## src/ppem_pkg.sv

```systemverilog
package ppem_pkg;

  typedef enum logic [2:0] {
    OP_QUEUE   = 3'd0,
    OP_DECODE  = 3'd1,
    OP_SERVICE = 3'd2,
    OP_LOOP    = 3'd3,
    OP_TREQ    = 3'd4,
    OP_THAND   = 3'd5,
    OP_RESET   = 3'd6,
    OP_NONE    = 3'd7
  } op_t;

  localparam logic [2:0] CFG_ENABLE   = 3'd0;
  localparam logic [2:0] CFG_INTERVAL = 3'd1;
  localparam logic [2:0] CFG_QLOW     = 3'd2;
  localparam logic [2:0] CFG_SDEC     = 3'd3;
  localparam logic [2:0] CFG_SLOOP    = 3'd4;

  localparam logic [4:0] MID_QEMPTY  = 5'd14;
  localparam logic [4:0] MID_TWAIT   = 5'd18;

  typedef struct packed {
    op_t         op;
    logic [31:0] elapsed_us;
    logic [31:0] queue_level;
    logic [15:0] produced_count;
    logic [31:0] iteration_count;
    logic        budget_hit;
    logic [31:0] time_ms;
  } evt_t;

endpackage

```

## src/ppem_front.sv

```systemverilog
module ppem_front #(
  parameter int QUEUE_BITS = 16
) (
  input  logic                   clk,
  input  logic                   rst,
  input  logic                   in_valid,
  output logic                   in_ready,
  input  logic [2:0]             opcode,
  input  logic [31:0]            elapsed_us,
  input  logic [QUEUE_BITS-1:0]  queue_level,
  input  logic [15:0]            produced_count,
  input  logic [31:0]            iteration_count,
  input  logic                   budget_hit,
  input  logic [31:0]            time_ms,
  input  logic                   monitor_enable,
  output ppem_pkg::evt_t         q_data,
  output logic                   q_valid,
  input  logic                   q_pop
);
  import ppem_pkg::*;

  // two-entry event queue; disabled and unused events are dropped here
  evt_t       mem [2];
  logic       wr_ptr, rd_ptr;
  logic [1:0] count;
  logic       push, keep;
  evt_t       e;

  always_comb begin
    e.op              = op_t'(opcode);
    e.elapsed_us      = elapsed_us;
    e.queue_level     = 32'(queue_level);
    e.produced_count  = produced_count;
    e.iteration_count = iteration_count;
    e.budget_hit      = budget_hit;
    e.time_ms         = time_ms;
  end

  assign in_ready = (count != 2'd2);
  assign keep     = (e.op == OP_RESET) || (monitor_enable && e.op != OP_NONE);
  assign push     = in_valid && in_ready && keep;
  assign q_valid  = (count != 2'd0);
  assign q_data   = mem[rd_ptr];

  always_ff @(posedge clk) begin
    if (push) mem[wr_ptr] <= e;
    if (rst) begin
      wr_ptr <= 1'b0;
      rd_ptr <= 1'b0;
      count  <= 2'd0;
    end else begin
      if (push) wr_ptr <= ~wr_ptr;
      if (q_pop) rd_ptr <= ~rd_ptr;
      count <= count + 2'(push) - 2'(q_pop);
    end
  end

  a_pop_valid: assert property (@(posedge clk) disable iff (rst) q_pop |-> q_valid)
    else $error("pop from empty queue");
  a_no_over: assert property (@(posedge clk) disable iff (rst) count != 2'd3)
    else $error("queue overflow");
  a_full_stall: assert property (@(posedge clk) disable iff (rst)
    (count == 2'd2 && !q_pop) |=> count == 2'd2)
    else $error("full queue lost entry");

endmodule

```

## src/ppem_div.sv

```systemverilog
module ppem_div (
  input  logic        clk,
  input  logic        rst,
  input  logic        start,
  input  logic [63:0] dividend,
  input  logic [31:0] divisor,
  output logic        done,
  output logic [31:0] quotient
);

  // restoring division, one quotient bit per cycle
  logic [63:0] q;
  logic [31:0] r;
  logic [31:0] d;
  logic [6:0]  cnt;
  logic        busy;
  logic [32:0] trial;

  assign trial    = {r, q[63]} - {1'b0, d};
  assign quotient = q[31:0];

  always_ff @(posedge clk) begin
    if (rst) begin
      busy <= 1'b0;
      done <= 1'b0;
    end else begin
      done <= 1'b0;
      if (start) begin
        busy <= (divisor != 32'd0);
        done <= (divisor == 32'd0);
        q    <= (divisor == 32'd0) ? 64'd0 : dividend;
        r    <= 32'd0;
        d    <= divisor;
        cnt  <= 7'd0;
      end else if (busy) begin
        if (!trial[32]) begin
          r <= trial[31:0];
          q <= {q[62:0], 1'b1};
        end else begin
          r <= {r[30:0], q[63]};
          q <= {q[62:0], 1'b0};
        end
        cnt <= cnt + 7'd1;
        if (cnt == 7'd63) begin
          busy <= 1'b0;
          done <= 1'b1;
        end
      end
    end
  end

endmodule

```

## src/ppem_back.sv

```systemverilog
module ppem_back #(
  parameter int QUEUE_BITS = 16
) (
  input  logic            clk,
  input  logic            rst,
  input  ppem_pkg::evt_t  q_data,
  input  logic            q_valid,
  output logic            q_pop,
  input  logic            monitor_enable,
  input  logic [31:0]     interval_ms,
  input  logic [15:0]     queue_low_level,
  input  logic [31:0]     slow_decode_limit_us,
  input  logic [31:0]     slow_loop_limit_us,
  output logic            out_valid,
  input  logic            out_ready,
  output logic [4:0]      metric_id,
  output logic [63:0]     metric_value,
  output logic            last_item
);
  import ppem_pkg::*;

  localparam logic [QUEUE_BITS-1:0] QMASK = '1;

  typedef enum logic [1:0] {S_RUN, S_PREP, S_DIV, S_EMIT} state_t;
  state_t state;

  logic [31:0] loop_count, loop_peak_us, slow_loop_count;
  logic [63:0] loop_sum_us;
  logic [31:0] service_count, service_peak_us, budget_hit_count;
  logic [63:0] service_sum_us, service_iter_sum;
  logic [31:0] decode_count, decode_peak_us, decode_slow_count, decode_zero_count;
  logic [63:0] decode_sum_us, decode_sample_sum;
  logic [QUEUE_BITS-1:0] queue_floor;
  logic [31:0] queue_low_count, queue_empty_count;
  logic        touch_waiting;
  logic [31:0] touch_start_ms, touch_count, touch_peak_ms;
  logic [63:0] touch_sum_ms;
  logic [31:0] next_report_time;

  logic [4:0]  mid;
  logic [63:0] val;
  logic        need_div, has_touch;
  logic [63:0] dsum;
  logic [31:0] dcnt;
  logic        div_start, div_done;
  logic [31:0] div_q;
  logic [QUEUE_BITS-1:0] lvl_sat;
  logic [31:0] lat;
  logic        is_last;

  ppem_div u_div (
    .clk(clk), .rst(rst), .start(div_start), .dividend(dsum), .divisor(dcnt),
    .done(div_done), .quotient(div_q)
  );

  assign has_touch = (touch_count != 32'd0) || touch_waiting;
  assign is_last   = has_touch ? (mid == MID_TWAIT) : (mid == MID_QEMPTY);
  assign lvl_sat   = (q_data.queue_level > 32'(QMASK)) ? QMASK
                                                       : q_data.queue_level[QUEUE_BITS-1:0];
  assign lat       = q_data.time_ms - touch_start_ms;
  assign div_start = (state == S_PREP) && need_div;

  always_comb begin
    need_div = 1'b0;
    dsum     = 64'd0;
    dcnt     = 32'd0;
    val      = 64'd0;
    case (mid)
      5'd0:  begin need_div = 1'b1; dsum = loop_sum_us;      dcnt = loop_count;    end
      5'd1:  val = 64'(loop_peak_us);
      5'd2:  val = 64'(slow_loop_count);
      5'd3:  begin need_div = 1'b1; dsum = service_sum_us;   dcnt = service_count; end
      5'd4:  val = 64'(service_peak_us);
      5'd5:  begin need_div = 1'b1; dsum = service_iter_sum; dcnt = service_count; end
      5'd6:  val = 64'(budget_hit_count);
      5'd7:  begin need_div = 1'b1; dsum = decode_sum_us;    dcnt = decode_count;  end
      5'd8:  val = 64'(decode_peak_us);
      5'd9:  val = 64'(decode_slow_count);
      5'd10: val = decode_sample_sum;
      5'd11: val = 64'(decode_zero_count);
      5'd12: val = (queue_floor == QMASK) ? 64'd0 : 64'(queue_floor);
      5'd13: val = 64'(queue_low_count);
      5'd14: val = 64'(queue_empty_count);
      5'd15: val = 64'(touch_count);
      5'd16: begin need_div = 1'b1; dsum = touch_sum_ms; dcnt = touch_count; end
      5'd17: val = 64'(touch_peak_ms);
      5'd18: val = {63'd0, touch_waiting};
      default: val = 64'd0;
    endcase
  end

  assign q_pop = (state == S_RUN) && q_valid;

  always_ff @(posedge clk) begin
    if (rst) begin
      state <= S_RUN;
      out_valid <= 1'b0;
      mid <= 5'd0;
      loop_count <= '0; loop_sum_us <= '0; loop_peak_us <= '0; slow_loop_count <= '0;
      service_count <= '0; service_sum_us <= '0; service_iter_sum <= '0;
      service_peak_us <= '0; budget_hit_count <= '0;
      decode_count <= '0; decode_sum_us <= '0; decode_sample_sum <= '0;
      decode_peak_us <= '0; decode_slow_count <= '0; decode_zero_count <= '0;
      queue_floor <= QMASK; queue_low_count <= '0; queue_empty_count <= '0;
      touch_count <= '0; touch_sum_ms <= '0; touch_peak_ms <= '0;
      touch_waiting <= 1'b0; touch_start_ms <= '0; next_report_time <= '0;
    end else begin
      unique case (state)
        S_RUN: begin
          if (q_valid) begin
            case (q_data.op)
              OP_QUEUE, OP_DECODE: begin
                if (lvl_sat < queue_floor) queue_floor <= lvl_sat;
                if (q_data.queue_level <= 32'(queue_low_level))
                  queue_low_count <= queue_low_count + 32'd1;
                if (q_data.queue_level == 32'd0)
                  queue_empty_count <= queue_empty_count + 32'd1;
                if (q_data.op == OP_DECODE) begin
                  decode_count <= decode_count + 32'd1;
                  decode_sum_us <= decode_sum_us + 64'(q_data.elapsed_us);
                  decode_sample_sum <= decode_sample_sum + 64'(q_data.produced_count);
                  if (q_data.elapsed_us > decode_peak_us) decode_peak_us <= q_data.elapsed_us;
                  if (q_data.elapsed_us >= slow_decode_limit_us)
                    decode_slow_count <= decode_slow_count + 32'd1;
                  if (q_data.produced_count == 16'd0)
                    decode_zero_count <= decode_zero_count + 32'd1;
                end
              end
              OP_SERVICE: begin
                service_count <= service_count + 32'd1;
                service_sum_us <= service_sum_us + 64'(q_data.elapsed_us);
                service_iter_sum <= service_iter_sum + 64'(q_data.iteration_count);
                if (q_data.elapsed_us > service_peak_us) service_peak_us <= q_data.elapsed_us;
                if (q_data.budget_hit) budget_hit_count <= budget_hit_count + 32'd1;
              end
              OP_LOOP: begin
                loop_count <= loop_count + 32'd1;
                loop_sum_us <= loop_sum_us + 64'(q_data.elapsed_us);
                if (q_data.elapsed_us > loop_peak_us) loop_peak_us <= q_data.elapsed_us;
                if (q_data.elapsed_us >= slow_loop_limit_us)
                  slow_loop_count <= slow_loop_count + 32'd1;
                if (next_report_time == 32'd0) begin
                  next_report_time <= q_data.time_ms + interval_ms;
                end else if (q_data.time_ms >= next_report_time) begin
                  next_report_time <= q_data.time_ms + interval_ms;
                  mid <= 5'd0;
                  state <= S_PREP;
                end
              end
              OP_TREQ: begin
                touch_waiting <= 1'b1;
                touch_start_ms <= q_data.time_ms;
              end
              OP_THAND: begin
                if (touch_waiting) begin
                  touch_waiting <= 1'b0;
                  touch_count <= touch_count + 32'd1;
                  touch_sum_ms <= touch_sum_ms + 64'(lat);
                  if (lat > touch_peak_ms) touch_peak_ms <= lat;
                end
              end
              OP_RESET: begin
                loop_count <= '0; loop_sum_us <= '0; loop_peak_us <= '0;
                slow_loop_count <= '0; service_count <= '0; service_sum_us <= '0;
                service_iter_sum <= '0; service_peak_us <= '0; budget_hit_count <= '0;
                decode_count <= '0; decode_sum_us <= '0; decode_sample_sum <= '0;
                decode_peak_us <= '0; decode_slow_count <= '0; decode_zero_count <= '0;
                queue_floor <= QMASK; queue_low_count <= '0; queue_empty_count <= '0;
                touch_count <= '0; touch_sum_ms <= '0; touch_peak_ms <= '0;
                touch_waiting <= 1'b0; touch_start_ms <= '0;
                next_report_time <= (monitor_enable && interval_ms != 32'd0)
                                    ? q_data.time_ms + interval_ms : 32'd0;
              end
              default: ;
            endcase
          end
        end
        S_PREP: begin
          if (need_div) begin
            state <= S_DIV;
          end else begin
            metric_id <= mid;
            metric_value <= val;
            last_item <= is_last;
            out_valid <= 1'b1;
            state <= S_EMIT;
          end
        end
        S_DIV: begin
          if (div_done) begin
            metric_id <= mid;
            metric_value <= 64'(div_q);
            last_item <= is_last;
            out_valid <= 1'b1;
            state <= S_EMIT;
          end
        end
        S_EMIT: begin
          if (out_ready) begin
            out_valid <= 1'b0;
            if (last_item) begin
              state <= S_RUN;
              loop_count <= '0; loop_sum_us <= '0; loop_peak_us <= '0;
              slow_loop_count <= '0; service_count <= '0; service_sum_us <= '0;
              service_iter_sum <= '0; service_peak_us <= '0; budget_hit_count <= '0;
              decode_count <= '0; decode_sum_us <= '0; decode_sample_sum <= '0;
              decode_peak_us <= '0; decode_slow_count <= '0; decode_zero_count <= '0;
              queue_floor <= QMASK; queue_low_count <= '0; queue_empty_count <= '0;
              touch_count <= '0; touch_sum_ms <= '0; touch_peak_ms <= '0;
            end else begin
              mid <= mid + 5'd1;
              state <= S_PREP;
            end
          end
        end
        default: state <= S_RUN;
      endcase
    end
  end

  a_out_emit: assert property (@(posedge clk) disable iff (rst) out_valid |-> state == S_EMIT)
    else $error("output valid outside emit");
  a_pop_run: assert property (@(posedge clk) disable iff (rst) q_pop |-> !out_valid)
    else $error("event consumed during report");
  a_mid_range: assert property (@(posedge clk) disable iff (rst)
    out_valid |-> metric_id <= MID_TWAIT)
    else $error("metric id out of range");

endmodule

```

## src/playback_perf_event_monitor.sv

```systemverilog
// Performance event monitor. Each accepted beat is one event, counted in the back end;
// a two-entry queue lets events keep arriving while the back end is busy.
// A loop event that makes a report due holds the back end for the whole report:
// 15 or 19 metric beats, each average computed in the shared
// one-bit-per-cycle 64/32 divider (skipped, giving zero, when its count is zero),
// other metrics read directly, plus output waits.
module playback_perf_event_monitor #(
  parameter int QUEUE_BITS = 16
) (
  input  logic                  clk,
  input  logic                  rst,
  input  logic                  cfg_we,
  input  logic [2:0]            cfg_index,
  input  logic [31:0]           cfg_data,
  input  logic                  in_valid,
  output logic                  in_ready,
  input  logic [2:0]            opcode,
  input  logic [31:0]           elapsed_us,
  input  logic [QUEUE_BITS-1:0] queue_level,
  input  logic [15:0]           produced_count,
  input  logic [31:0]           iteration_count,
  input  logic                  budget_hit,
  input  logic [31:0]           time_ms,
  output logic                  out_valid,
  input  logic                  out_ready,
  output logic [4:0]            metric_id,
  output logic [63:0]           metric_value,
  output logic                  last_item
);
  import ppem_pkg::*;

  logic        monitor_enable;
  logic [31:0] interval_ms, slow_decode_limit_us, slow_loop_limit_us;
  logic [15:0] queue_low_level;
  evt_t        q_data;
  logic        q_valid, q_pop;

  always_ff @(posedge clk) begin
    if (rst) begin
      monitor_enable <= 1'b1;
      interval_ms <= 32'd1000;
      queue_low_level <= 16'd0;
      slow_decode_limit_us <= '1;
      slow_loop_limit_us <= '1;
    end else if (cfg_we) begin
      case (cfg_index)
        CFG_ENABLE:   monitor_enable <= cfg_data[0];
        CFG_INTERVAL: interval_ms <= cfg_data;
        CFG_QLOW:     queue_low_level <= cfg_data[15:0];
        CFG_SDEC:     slow_decode_limit_us <= cfg_data;
        CFG_SLOOP:    slow_loop_limit_us <= cfg_data;
        default: ;
      endcase
    end
  end

  ppem_front #(.QUEUE_BITS(QUEUE_BITS)) u_front (
    .clk(clk), .rst(rst), .in_valid(in_valid), .in_ready(in_ready),
    .opcode(opcode), .elapsed_us(elapsed_us), .queue_level(queue_level),
    .produced_count(produced_count), .iteration_count(iteration_count),
    .budget_hit(budget_hit), .time_ms(time_ms), .monitor_enable(monitor_enable),
    .q_data(q_data), .q_valid(q_valid), .q_pop(q_pop)
  );

  ppem_back #(.QUEUE_BITS(QUEUE_BITS)) u_back (
    .clk(clk), .rst(rst), .q_data(q_data), .q_valid(q_valid), .q_pop(q_pop),
    .monitor_enable(monitor_enable), .interval_ms(interval_ms),
    .queue_low_level(queue_low_level), .slow_decode_limit_us(slow_decode_limit_us),
    .slow_loop_limit_us(slow_loop_limit_us), .out_valid(out_valid),
    .out_ready(out_ready), .metric_id(metric_id), .metric_value(metric_value),
    .last_item(last_item)
  );

endmodule

```

## config.mk

```make
export PLATFORM = sky130hd
export DESIGN_NAME = playback_perf_event_monitor
export DESIGN_NICKNAME = d
export VERILOG_FILES = /design/src/ppem_pkg.sv /design/src/ppem_front.sv /design/src/ppem_div.sv /design/src/ppem_back.sv /design/src/playback_perf_event_monitor.sv
export SDC_FILE = /design/constraint.sdc
export NUM_CORES = 2
export LEC_CHECK = 0
export BUFFER_PORTS_ARGS = -buffer_cell sky130_fd_sc_hd__buf_2
export CAP_MARGIN = 0
export CORE_ASPECT_RATIO = 1.75
export CORE_MARGIN = 2
export CORE_UTILIZATION = 50
export DETAILED_ROUTE_END_ITERATION = 16
export PLACE_DENSITY_LB_ADDON = 0.3
export SKIP_CTS_REPAIR_TIMING = 1
export SLEW_MARGIN = 15
export SYNTH_ARGS = -nofsm -noshare
export SYNTH_HDL_FRONTEND = slang
export SYNTH_SLANG_ARGS = --single-unit
```

## constraint.sdc

```tcl
create_clock -name clk -period 14.6 [get_ports clk]
set_input_delay 2.92 -clock clk [delete_from_list [all_inputs] [get_ports clk]]
set_output_delay 2.92 -clock clk [all_outputs]
set_load 0.02 [all_outputs]
```

* After elaboration in Yosys (flattened, before gate mapping) *
Memories as Yosys holds them, arrays and structs flattened. A register that Yosys moved wholly into a read port is not among the register bits.
Cells that the tools add are included.

cells by class
  magnitude comparators = 10
  bitwise gates (word level) = 3
  add/subtract/negate cells = 23
  eq/ne operators = 63
  reduce and logical (&&, ||, !) cells = 60
  mux-type cells = 148

operators by type and width
  kind                   number
  $pmux 32 s2            30
  $pmux 64 s2            13
  $mux 32                37
  $mux 64                16
  $pmux 64 s14           1
  $add 32x1->32 const B  10
  $add 64x32->64         5
  $pmux 64 s5            1
  $gt 32x32->1           4
  $pmux 32 s4            1
  $ge 32x32->1           3
  $logic_not 32->1       3
  $mux 16                6
  $reduce_bool 32->1     3
  $add 64x16->64         1
  $pmux 16 s2            2
  $reduce_and 6->1       10
  $ne 3x3->1 const B     17
  $eq 5x4->1 const B     8
  $mux 5                 8
  $reduce_and 7->1       5
  $sub 33x32->33         1
  $add 32x32->32         1
  $gt 32x16->1 const B   1
  44 further kinds       120

word-level totals
  output and inout port bits = 72
  memories = 1
  bits of input ports = 172
  memory bits (writable) = 264
  bits in registers = 1245
  logic and storage cells = 352

memory list
  memory       words  width  rd ports  clocked after memory_dff  wr ports  RTL line          text
  u_front.mem  2      132    1         1                         1         ppem_front.sv:23  evt_t mem [2];

* Depth between registers and ports, before layout *
  depth in word-level cells = 7
  gate-level depth with buffers = 31
  depth with buffers taken out = 24

* Modules after synthesis *
Synthesis repeated with hierarchy kept, for this count alone.

second synthesis, totals
  cells, all modules = 9381
  area, all modules = 86025.0 um2

modules (own cells, without submodules)
  module                       seq. area each (um2)  cells each  area an instance (um2)  times used
  ppem_back                    20539.7               7848        63747.4                 1
  ppem_front                   8027.7                455         10226.1                 1
  ppem_div                     4093.9                636         7482.2                  1
  playback_perf_event_monitor  2262.2                442         4569.4                  1

* Worst setup path after synthesis *
Ideal clock, no wire load.

  path type = input to register
  start = in rst
  end = reg u_back.last_item, enable pin
  arrival time = 10241 ps
  slack = 3689 ps
  cell stages on the path = 4
  required time = 13929 ps
  setup time = 671 ps
  path buffers = 3
  cell sequence = clkbuf_1 -> clkbuf_1 -> clkbuf_1 -> nor4_1

between the ends
  word-level cells in the longest chain between the ends = 2

RTL lines
  item                               RTL line                           text
  start: declaration                 playback_perf_event_monitor.sv:11  input logic rst,
  $not 1->1 (no source line)         n/a
  $reduce_and 4->1 (no source line)  n/a
  end signal: assignment             ppem_back.sv:184                   last_item <= is_last;
  end signal: assignment             ppem_back.sv:193                   last_item <= is_last;
  end: declaration                   ppem_back.sv:18                    output logic last_item

No other way between the ends.
A chain may end at the register's enable or synchronous reset.

==> run metrics <==
clock buffer count from CTS between 150 and 200; Port Buffers 243; largest net degree at the start of global routing around 110; ys async rst share 0%; final WL 307000 µm; CTS sink count 1510; type of origin of the critical path register; CTS tree done; Chip Width 315 µm; Root Driver clkbuf_16; R2R depth 23; Syn Area/Cell 8.98 µm²; H-tree levels 4; max incr delay on CP 830 ps; CP endpoint kind register; Synth area leaders dfxtp_1, edfxtp_1, ha_1, nand2_1, nor2_1; detailed-route via count 74924; total chip power 16300 µW; GR Overflow Total 0; Max VDD drop 0.171 mV; Area growth, synth to finish 10.2%; Final period util between 50% and 60%; Synth cell types just over 90; total of max-cap violations 0; Rows between 150 and 200; Setup Crit Path Kind register to register; Final Hold Viols 0; CP dominant cell by count nor2_1; crit path max fanout 44; worst-path cell chain mux2i_1 -> ha_1 -> inv_1 -> fa_1 -> a211oi_1 -> o21ai_1 -> a2111oi_0 -> or3_1 -> a31oi_1 -> o2111ai_1 -> nand3_1 -> o211a_1 -> nor3_1 -> ha_1 -> nand4_1 -> nor2_1 -> nand2_1 -> or3_1 -> nor4_1 -> nor2_1 -> o21a_1 -> nor2_1 -> a22o_1; number of enable flip-flop cells after synthesis 469; initial antenna violation count 22; Syn Inst Count 9415; fill count 15240; area leader, netlist dfxtp_1; first-pass GRT wire length about 450000 µm; Synth Cell Area 84500 µm²; register-to-register setup slack 6680 ps; drt via density approximately 6.3; routability congestion estimate 1.02; WL/cell 26.0 µm; Detailed Routing Iterations Pass 1 11; total I/O pin count roughly 240; top_reg_cell synth dfxtp_1; clk_lat worst skew 830 ps; top post-synthesis cells by count dfxtp_1, nand2_1, nor2_1, a21oi_1, ha_1; RSZ-0062 raised after global routing false; most frequent cell after synthesis dfxtp_1; Crit path depth 23; First DRT Iteration DRCs about 6800; clock slew at reported path FFs 70 ps; proportion of layout cells with a drive suffix above 1 8.82%; Slew @ Worst Pin 1300 ps; all-layer global routing usage around a third; clk_skew 46.3 ps; Critical Path AT 8670 ps; crit path time final 7920 ps; DRC errors left 0; post-route ant nets 0; CP max stage cell nor2_1; worst reg2reg path endpoint u_back.touch_peak_ms[26]; number of global-route vias before repair between 70000 and 80000; Nets 10212; share of the synthesized area in the top cell type between 20% and 30%; run status finished clean; slew margin rel. 13.6%; Hold Crit Start queue_low_level[4]; critical path's top delay family simple AND/OR/NAND/NOR gates; syn nets 10145; post-DP HPWL 224000 µm; Die Y about 550 µm; Final Hold Slack between 400 and 500 ps; Die ar. between 150000 and 200000 µm²; Fmax achieved 126 MHz; sequential fraction of the synthesis area 41.3%; final core occ 55.5%; Pwr Density ~180 nW/µm²; Worst EP required 15350 ps; Hold Path Class register to register; CTS Buffer Depth 4; Setup Total Neg Slack 0 ps; Final setup violation count 0; initial core utilization between 50% and 60%; Pleak 0.0356 µW; CP endpoint u_back.touch_peak_ms[26]; max-slew violations 0; Yosys reg bits 1510; floorplan core area 168000 µm²; Synth warnings 0; Worst Path Buf+Inv 1
worst register-to-register path: stages (launching register included):
cell       delay [ps]
dfxtp_4           730
mux2i_1           450
ha_1              250
inv_1              70
fa_1              450
a211oi_1          340
o21ai_1           160
a2111oi_0         640
or3_1             230
a31oi_1           210
o2111ai_1         260
nand3_1           160
o211a_1           240
nor3_1            690
ha_1              270
nand4_1            90
nor2_1            140
nand2_1            90
or3_1             410
nor4_1            290
nor2_1             70
o21a_1            530
nor2_1            840
a22o_1            260
stage by stage:
stage | cell area [µm²] | instances | worst slack (ps)
final | 93100 | 11819 | 6680
after global routing | 93100 | 11810 | 6160
after CTS | 93100 | 11805 | 6810
after detailed placement | 88000 | 11529 | 6860
after global placement | 88000 | 11529 | 6930
after floorplan | 84500 | 9415 | 3690
how the worst min path moves through the flow:
stage	slack, ps	to	cells past startpoint
3_3_place_gp	440	queue_low_level[7]	2
3_5_place_dp	450	queue_low_level[15]	2
6_report	460	queue_low_level[4]	2
5_1_grt	480	queue_low_level[0]	2
4_1_cts	460	queue_low_level[15]	2
2_1_floorplan	410	u_back.metric_id[2]	0
routing by layer:
layer / GRT usage [%] / vias up / share of wire (%)
li1: - / 34310 / -
met3: 6.53 / 1217 / 6.7
met1: 36.0 / 36194 / 34
met5: 0 / - / 0.019
met4: 35.8 / 10 / 12
met2: 57.7 / 3193 / 47
placed cells by master, fill, tap and decap left out, drive strengths merged, types with 33 or more instances in the layout:
master,netlist,final
dfxtp,1041,1041
nand2,992,992
nor2,827,827
a21oi,587,587
ha,549,549
edfxtp,469,469
inv,459,463
o21ai,438,438
nand3,377,377
buf,48,367
xnor2,312,312
a22oi,277,277
xor2,268,268
clkbuf,414,221
a21o,204,204
nand4,188,188
mux2i,176,176
and3,150,150
a22o,142,142
nor3,131,131
mux2,130,130
or3,114,114
o211ai,104,104
and2,100,100
nand2b,93,93
a211oi,77,77
nor4,72,72
a222oi,63,63
nor2b,62,62
o21a,48,48
a31oi,46,46
and4,41,41
clkinv,0,39
a2111oi,35,35
o31ai,33,33
area by class of cell:
| cell class | instances | area [µm²] | share of cell area, % |
|---|---|---|---|
| diodes | 10 | 25.0 | 0.0269 |
| clock buffers | 219 | 4450 | 4.77 |
| clock inverters | 57 | 597 | 0.641 |
| inverters | 459 | 1730 | 1.86 |
| multi-input cells | 6984 | 46500 | 49.9 |
| flip-flops and latches | 1510 | 34900 | 37.5 |
| well taps | 2211 | 2770 | 2.97 |
| repair buffers | 369 | 2180 | 2.34 |
sequential cells by signal, summed over array words and instances, names as in the netlist, 64 cells and up, named ones only:
| name | flops |
|---|---|
| u_back.metric_value | 64 |
| u_back.touch_sum_ms | 64 |
| u_back.loop_sum_us | 64 |
| u_back.u_div.q | 64 |
| u_front.mem | 264 |
| u_back.decode_sample_sum | 64 |
| u_back.decode_sum_us | 64 |
| u_back.service_iter_sum | 64 |
| u_back.service_sum_us | 64 |
power breakdown:
group,leakage (µW),total [µW],internal [µW],switching (µW)
logic,0.0203,6730,2430,4310
clock network,0.00247,4080,2330,1750
registers,0.0128,5520,4960,557
total,0.0356,16300,9710,6620
logic make-up after synthesis:
group                      synth area share [%]
DFF                                        41.3
AOI/OAI and AO/OA                          18.1
and+or+nand+nor                            18.3
adders and majority gates                  8.34
xor gates and xnor gates                   6.01
muxes                                      3.83
buffers and inverters                      4.14
Note: power is estimated with default switching activity, not from simulation.
